[src/rtl/dbds_pkg.sv]
// Shared types, constants and codes for the double-buffered dedup set unit.
package dbds_pkg;

   // Sizing
   localparam int ENTRY_COUNT = 1024;
   localparam int GEN_BITS    = 8;
   localparam int IDX_W       = $clog2(ENTRY_COUNT);
   localparam int CNT_W       = $clog2(ENTRY_COUNT + 1);
   localparam int ID_W        = 10;
   localparam int OPC_W       = 3;
   localparam int SYNC_W      = 2;
   localparam int CMD_DEPTH   = 2;
   localparam int CMD_PTR_W   = (CMD_DEPTH > 1) ? $clog2(CMD_DEPTH) : 1;
   localparam int CMD_CNT_W   = $clog2(CMD_DEPTH + 1);

   // Opcodes as they arrive on the request port
   localparam logic [OPC_W-1:0] OPC_PUT       = 3'd0;
   localparam logic [OPC_W-1:0] OPC_SWAP      = 3'd1;
   localparam logic [OPC_W-1:0] OPC_REMOVE    = 3'd2;
   localparam logic [OPC_W-1:0] OPC_CLEAR     = 3'd3;
   localparam logic [OPC_W-1:0] OPC_READ_CUR  = 3'd4;
   localparam logic [OPC_W-1:0] OPC_READ_NEXT = 3'd5;

   // Sync state codes
   localparam logic [SYNC_W-1:0] SYNC_NONE = 2'd0;
   localparam logic [SYNC_W-1:0] SYNC_ONE  = 2'd1;
   localparam logic [SYNC_W-1:0] SYNC_MANY = 2'd2;

   // Decoded command kinds handed from front to back
   typedef enum logic [2:0] {
      CMD_PUT,
      CMD_SWAP,
      CMD_REMOVE,
      CMD_CLEAR,
      CMD_READ_CUR,
      CMD_READ_NEXT,
      CMD_NOP
   } cmd_kind_type;

   // Back-end sequencer states
   typedef enum logic [2:0] {
      ST_SWEEP,
      ST_IDLE,
      ST_PUT_WR,
      ST_READ,
      ST_RM_LIST,
      ST_RM_MARK,
      ST_RM_PUT
   } back_state_type;

   typedef struct packed {
      logic [OPC_W-1:0] opcode;
      logic [ID_W-1:0]  entry_id;
      logic [ID_W-1:0]  read_index;
   } req_type;

   typedef struct packed {
      logic              was_added;
      logic [CNT_W-1:0]  current_count;
      logic [CNT_W-1:0]  next_count;
      logic [SYNC_W-1:0] sync_state;
      logic [ID_W-1:0]   first_current;
      logic [ID_W-1:0]   first_next;
      logic [ID_W-1:0]   read_value;
      logic              read_valid;
   } rsp_type;

   typedef struct packed {
      cmd_kind_type    kind;
      logic [ID_W-1:0] id;
      logic [ID_W-1:0] index;
   } cmd_type;

endpackage

[src/rtl/dbds_front.sv]
// Front end: accepts requests, decodes them and queues commands for the back end.
module dbds_front (
   input  logic              clock,
   input  logic              reset,
   input  logic              req_push,
   output logic              req_full,
   input  dbds_pkg::req_type req_data,
   output logic              cmd_valid,
   output dbds_pkg::cmd_type cmd_data,
   input  logic              cmd_take
);
   import dbds_pkg::*;

   cmd_type              q_ff [CMD_DEPTH];
   logic [CMD_PTR_W-1:0] wr_ptr_ff, wr_ptr_in;
   logic [CMD_PTR_W-1:0] rd_ptr_ff, rd_ptr_in;
   logic [CMD_CNT_W-1:0] count_ff, count_in;
   logic                 push_xfer;
   logic                 pop_xfer;
   cmd_type              decoded;

   // opcode classification
   always_comb begin
      decoded.id    = req_data.entry_id;
      decoded.index = req_data.read_index;
      unique case (req_data.opcode)
         OPC_PUT:       decoded.kind = CMD_PUT;
         OPC_SWAP:      decoded.kind = CMD_SWAP;
         OPC_REMOVE:    decoded.kind = CMD_REMOVE;
         OPC_CLEAR:     decoded.kind = CMD_CLEAR;
         OPC_READ_CUR:  decoded.kind = CMD_READ_CUR;
         OPC_READ_NEXT: decoded.kind = CMD_READ_NEXT;
         default:       decoded.kind = CMD_NOP;
      endcase
   end

   assign req_full  = (count_ff == CMD_CNT_W'(CMD_DEPTH));
   assign cmd_valid = (count_ff != '0);
   assign cmd_data  = q_ff[rd_ptr_ff];
   assign push_xfer = req_push && !req_full;
   assign pop_xfer  = cmd_take && cmd_valid;

   // queue pointers and fill count
   always_comb begin
      wr_ptr_in = wr_ptr_ff;
      rd_ptr_in = rd_ptr_ff;
      count_in  = count_ff;
      if (push_xfer) begin
         wr_ptr_in = (wr_ptr_ff == CMD_PTR_W'(CMD_DEPTH - 1)) ? '0 : wr_ptr_ff + 1'b1;
      end
      if (pop_xfer) begin
         rd_ptr_in = (rd_ptr_ff == CMD_PTR_W'(CMD_DEPTH - 1)) ? '0 : rd_ptr_ff + 1'b1;
      end
      if (push_xfer && !pop_xfer) begin
         count_in = count_ff + 1'b1;
      end else if (pop_xfer && !push_xfer) begin
         count_in = count_ff - 1'b1;
      end
   end

   always_ff @(posedge clock) begin
      if (reset) begin
         wr_ptr_ff <= '0;
         rd_ptr_ff <= '0;
         count_ff  <= '0;
      end else begin
         wr_ptr_ff <= wr_ptr_in;
         rd_ptr_ff <= rd_ptr_in;
         count_ff  <= count_in;
      end
   end

   // queue storage
   always_ff @(posedge clock) begin
      if (push_xfer) begin
         q_ff[wr_ptr_ff] <= decoded;
      end
   end

endmodule

[config.mk]
export PLATFORM = sky130hd
export DESIGN_NAME = dbds_front
export DESIGN_NICKNAME = d
export VERILOG_FILES = /design/src/rtl/dbds_pkg.sv /design/src/rtl/dbds_front.sv
export SDC_FILE = /design/constraint.sdc
export NUM_CORES = 1
export LEC_CHECK = 0
export BUFFER_PORTS_ARGS = -buffer_cell sky130_fd_sc_hd__buf_2
export CORE_MARGIN = 4
export CORE_UTILIZATION = 40
export DETAILED_ROUTE_END_ITERATION = 8
export PLACE_DENSITY = 0.61
export SLEW_MARGIN = 20
export SYNTH_ARGS = -nofsm -noshare
export SYNTH_HDL_FRONTEND = slang
export SYNTH_SLANG_ARGS = --single-unit
export TNS_END_PERCENT = 20
[constraint.sdc]
create_clock -name clock -period 1.8 [get_ports clock]
set_clock_uncertainty 0.05 [all_clocks]
set_input_delay 0.18 -clock clock [delete_from_list [all_inputs] [get_ports clock]]
set_output_delay 0.18 -clock clock [all_outputs]
set_load 0.01 [all_outputs]
Word-level counts from Yosys, hierarchy flattened

Memory sizes are Yosys's and may differ from the RTL's. A register that Yosys moved wholly into a read port is not among the register bits.
Index checks and enable logic that the tools add are counted.

Register bits after elaboration: 4
Memory bits (writable): 46
Input port bits: 27
Output and inout bits: 25
Word-level logic and storage cells: 33
Memories kept: 1

Memories:

| name | depth | width | rd ports | clocked after Yosys merged registers in | write ports | line             | text |
|---|---|---|---|---|---|---|---|
| q_ff | 2     | 23    | 1        | 1                                       | 1           | dbds_front.sv:14 | `cmd_type q_ff [CMD_DEPTH];` |

$add $sub $neg: 4
Equality and inequality tests: 6
Muxes and demuxes: 9
Reductions and logical operators: 10

Operators by type and width:

| kind                  | count |
|---|---|
| $pmux W3 S6           | 1 |
| $eq A3 B2 Y1 const B  | 2 |
| $eq A3 B3 Y1 const B  | 2 |
| $mux W1               | 6 |
| $logic_and A1 B1 Y1   | 4 |
| $mux W2               | 2 |
| $reduce_bool A2 Y1    | 2 |
| $eq A3 B1 Y1 const B  | 1 |
| $logic_not A1 Y1      | 3 |
| $logic_not A3 Y1      | 1 |
| $add A1 B1 Y1 const B | 2 |
| $add A2 B1 Y2 const B | 1 |
| $eq A2 B2 Y1 const B  | 1 |
| $sub A2 B1 Y2 const B | 1 |

Depth between registers and ports, before layout

Depth after elaboration: 7
Gate-level depth with buffers: 6
Mapped depth without buffers: 6

Worst setup path before layout

OpenSTA, ideal clock, no wires.

Kind: reg2reg
Start point: register count_ff[1]
End point: memory q_ff[0][0] in the netlist's numbering, enable pin
Arrival: 1.284 ns
Slack: 0.088 ns
Stages on the path, launching flop included: 4
Buffers on the path: 0
Period minus slack after synthesis: 1.712 ns
Cell sequence: dfxtp_1 > nor2b_2 > or3_1 > inv_1

Longest elaborated chain between the ends: 5

Ends and longest elaborated chain:

| what                          | line             | text |
|---|---|---|
| start: declaration            | dbds_front.sv:17 | `logic [CMD_CNT_W-1:0] count_ff, count_in;` |
| start signal: assignment      | dbds_front.sv:69 | `count_ff <= count_in;` |
| $eq A2 B2 Y1                  | dbds_front.sv:37 | `assign req_full = (count_ff == CMD_CNT_W'(CMD_DEPTH));` |
| named net req_full            | dbds_front.sv:6  | `output logic req_full,` |
| $logic_not A1 Y1              | dbds_front.sv:40 | `assign push_xfer = req_push && !req_full;` |
| $logic_and A1 B1 Y1           | dbds_front.sv:40 |  |
| $mux W1                       | dbds_front.sv:75 | `if (push_xfer) begin` |
| $mux W1 (implied by the code) | dbds_front.sv:76 | `q_ff[wr_ptr_ff] <= decoded;` |
| end: declaration              | dbds_front.sv:14 |  |

The timed path passes the listed nets, and every way through them passes these cells.

Worst setup path in the final report

Start point: register count_ff[1]
End point: register count_ff[1]

Longest elaborated chain between the ends: 6

Ends and longest elaborated chain:

| what                                | line             | text |
|---|---|---|
| $eq A2 B2 Y1 (*)                    | dbds_front.sv:37 |  |
| $logic_not A1 Y1 (*)                | dbds_front.sv:40 |  |
| $logic_and A1 B1 Y1 (*)             | dbds_front.sv:40 |  |
| named net push_xfer                 | dbds_front.sv:18 | `logic push_xfer;` |
| $logic_not A1 Y1                    | dbds_front.sv:56 | `end else if (pop_xfer && !push_xfer) begin` |
| $logic_and A1 B1 Y1                 | dbds_front.sv:56 |  |
| $reduce_bool A2 Y1 (no source line) | --               |  |

Mark *: on every way through the listed nets, which the timed path passes. The rest lies on a longest branch. The select of a mux whose other input is x is not followed.
A chain may end at the register's enable or synchronous reset.

==> impl_summary.md <==
Timing
The worst slew margin relative to its limit is between 70 and 80%. The count of final setup violators is 0. The number of slew-limit violations in the final report is 0. The final critical path takes up 90.75% of the cycle. For the pin with the worst max-slew slack, the measured transition is 314.1 ps. The hold violation count in the final report is 0. Adding up every negative setup slack in the final design gives 0 ps. Across all setup checks in the final design, the least slack found is 166.4 ps.

Counting I/O delays and the setup requirement, the final critical path takes ~1600 ps. Setup repair after global routing left no endpoint under its margin. The maximum achievable frequency is about 610 MHz.

Critical path
The slack of the worst reg-to-reg path is ~170 ps. The critical setup path kind is flop to flop. The kind of capture point of the worst setup path is a flop. The worst setup path is launched from a flop. For the worst setup path, the data required time is 1970 ps. The maximum fanout along the worst path is 5. STA puts the critical path data arrival time at between 1500 and 2000 ps.

Finish
Of the cells placed in the final design, the portion with a size suffix greater than 1 is 55.35%. The number of antenna diodes in the final layout is 0. The area of all placed cells without fillers is 0.002311 sq mm.

In the final design database the tool counted 187 nets. The area growth from synthesis to layout is 22.56%.

Global route
The total congestion overflow is 0. The first global-routing pass estimated between 5000 and 6000 microns of wire. The number of antenna violations at the first check in global routing is 0. Entering global routing, the biggest net connects 18 pins. The total global routing track utilization is 12.09%. The number of global-route vias before repair is 1,134.

Floorplanning
The height of the die is between 70 and 80 microns. In this run the standard cell core region covers 0.004444 sq mm. The x dimension of the die is between 70 and 80 microns. The effective utilization at floorplan is around 42%. The floorplan has 24 rows. The number of I/O pins is 52. The floorplan die area is 0.005876 sq mm.

Place
After legalization and detailed placement, the total HPWL measured 2475 microns. At the end of routability-driven placement, the weighted congestion stood at between 0.6 and 0.7. The pre-CTS worst setup slack is 199.0 ps. The placed instances occupy a cell area of 0.002233 sq mm. Input and output buffers added on the ports amount to 51.

Clocking
After clock tree synthesis, the repair step resized 0 gates. The count of buffers added by post-CTS timing repair for setup is 0. The clock root buffer master is clkbuf_8. The CTS tree is done. Counting every sink on the clock net gives 51. Counting along the longest clock path gives a buffer depth of 2. The clock reaches the later pin of the worst-skew pair after 290 ps.

The number of CTS-inserted buffers is 5. The H-tree generated during clock tree synthesis spans 2 levels. The clock transition at the registers of the reported paths is 90 ps. The hold buffer count at CTS is 0.

Logic synthesis
The number of nets in the synthesized netlist is 127. The synthesized design devotes to its leading area cell type 73.26% of total area. Synthesis produced 99 cells. The total of flip-flops plus latches after synthesis is 51. Of all cell types, the one taking the most synthesized area is edfxtp_1. In the post-synthesis netlist, the biggest area contributors are edfxtp_1 (73%), mux2_2 (14%), dfxtp_1 (5.3%), xor2_1 (1.4%), o21ai_0 (0.80%). The number of unique standard cell types used by synthesis is 16. Yosys printed 0 warnings.

Dividing the synthesized area by the synthesized cell count gives between 15 and 20 sq um. The share of the yosys chip area belonging to registers is 78.57%. The synthesized netlist occupies a cell area of 0.001886 sq mm.

Drt
The routed design has 3365 microns of wire. The number of vias per cell is 4.844. The number of DRC markers after the initial detailed-route iteration is 58. The total via count after detailed routing is 1,022. The detail-routed net length per standard cell is 15.95 microns. In this run the remaining antenna-violating nets after routing total 0. The first detailed-routing pass ran for 6 iterations. The count of unresolved DRC violations after routing is 0.

Outcome
The run finished with clean final reports.

Pwr
The total power per unit cell area is roughly 1300 mW/mm^2. The worst-case IR drop observed on VDD is approximately 830 uV. The leakage power total is 0.8949 nW. Overall power consumption after layout is estimated at 0.003046 W.

Min path
The min-delay analysis places its worst path in the category input pin to flop.

Job
Across the run, the number of max-cap violations was 0.
[metal layers]
layer / global-route usage [%] / share of wire (%)
met1: 12.39 / 37
met2: 23.02 / 57
met3: 4.333 / 5.1
met4: 3.261 / 0.98
met5: 0 / 0
[worst paths after layout]
kind | depth (start not counted) | startpoint | to
setup reg to reg | 5 | count_ff[1]$_SDFFE_PP0P_ | count_ff[1]$_SDFFE_PP0P_
hold / removal | 1 | req_data[10] | q_ff[0][10]$_DFFE_PP_
hold reg to reg | 2 | wr_ptr_ff$_SDFFE_PP0P_ | wr_ptr_ff$_SDFFE_PP0P_
setup / recovery | 5 | count_ff[1]$_SDFFE_PP0P_ | count_ff[1]$_SDFFE_PP0P_
[worst max-delay path: stages (launching register included)]
cell     delay (ps)
dfxtp_1         370
nor2b_2         230
nor2_1           80
ha_1            330
or3_1           350
a21oi_1         150
[power by group]
part	internal (W)	total [W]	switching [W]
Combinational	0.000435	0.000898	0.000464
Clock	0.000259	0.000597	0.000338
Sequential	0.00149	0.00155	0.0000584
Total	0.00219	0.00305	0.000860
[cells in the final DEF (no fill, tap or decap), types with 2 or more instances in the layout]
cell type	instances
buf_2	51
edfxtp_1	46
mux2_2	23
buf_4	6
dfxtp_1	5
clkbuf_8	5
nor2_1	4
o21ai_0	3
xor2_1	3
inv_1	2
or3_1	2
a21oi_1	2
[state kept, by name (all words and copies together), names as in the netlist, named ones only]
name,cells
q_ff,46
count_ff,2
rd_ptr_ff,1
wr_ptr_ff,1
[cells in the mapped netlist, drive strengths merged]
master  number
a21boi       1
a21oi        2
and2         1
buf          2
clkbuf       2
dfxtp        5
edfxtp      46
ha           1
inv          2
mux2        23
nor2         4
nor2b        1
o21ai        3
or2          1
or3          2
xor2         3
[per-stage QoR]
stage / utilization, % / cells / hold slack (ps)
global placement: 50.25 / 204 / 319.7
floorplan: - / 99 / 199.1
detailed placement: 50.25 / 204 / 321.8
finish: 52.00 / 211 / 18.68
CTS: 52.00 / 211 / 7.733
global route: 52.00 / 211 / 0.5612
[layout make-up]
class | instances | area (sq um)
Multi-Input combinational cell | 42 | 379.1
Fill cell | 392 | 2133
Tap cell | 52 | 65.06
Inverter | 2 | 7.507
Clock buffer | 5 | 68.82
Sequential cell | 51 | 1481
Timing Repair Buffer | 57 | 300.3
Clock inverter | 2 | 8.758
[cell families after synthesis]
logic type               after synthesis  synth area share (%)
AO/OA/AOI/OAI                          6                 1.725
multiplexers                          23                 13.74
buffers and inverters                  6                 1.327
flip-flops                            51                 78.57
AND/OR/NAND/NOR                        9                 2.588
XOR/XNOR                               3                 1.394
adder cells (fa/ha/maj)                1                0.6635
Note: power is estimated with default switching activity, not from simulation.
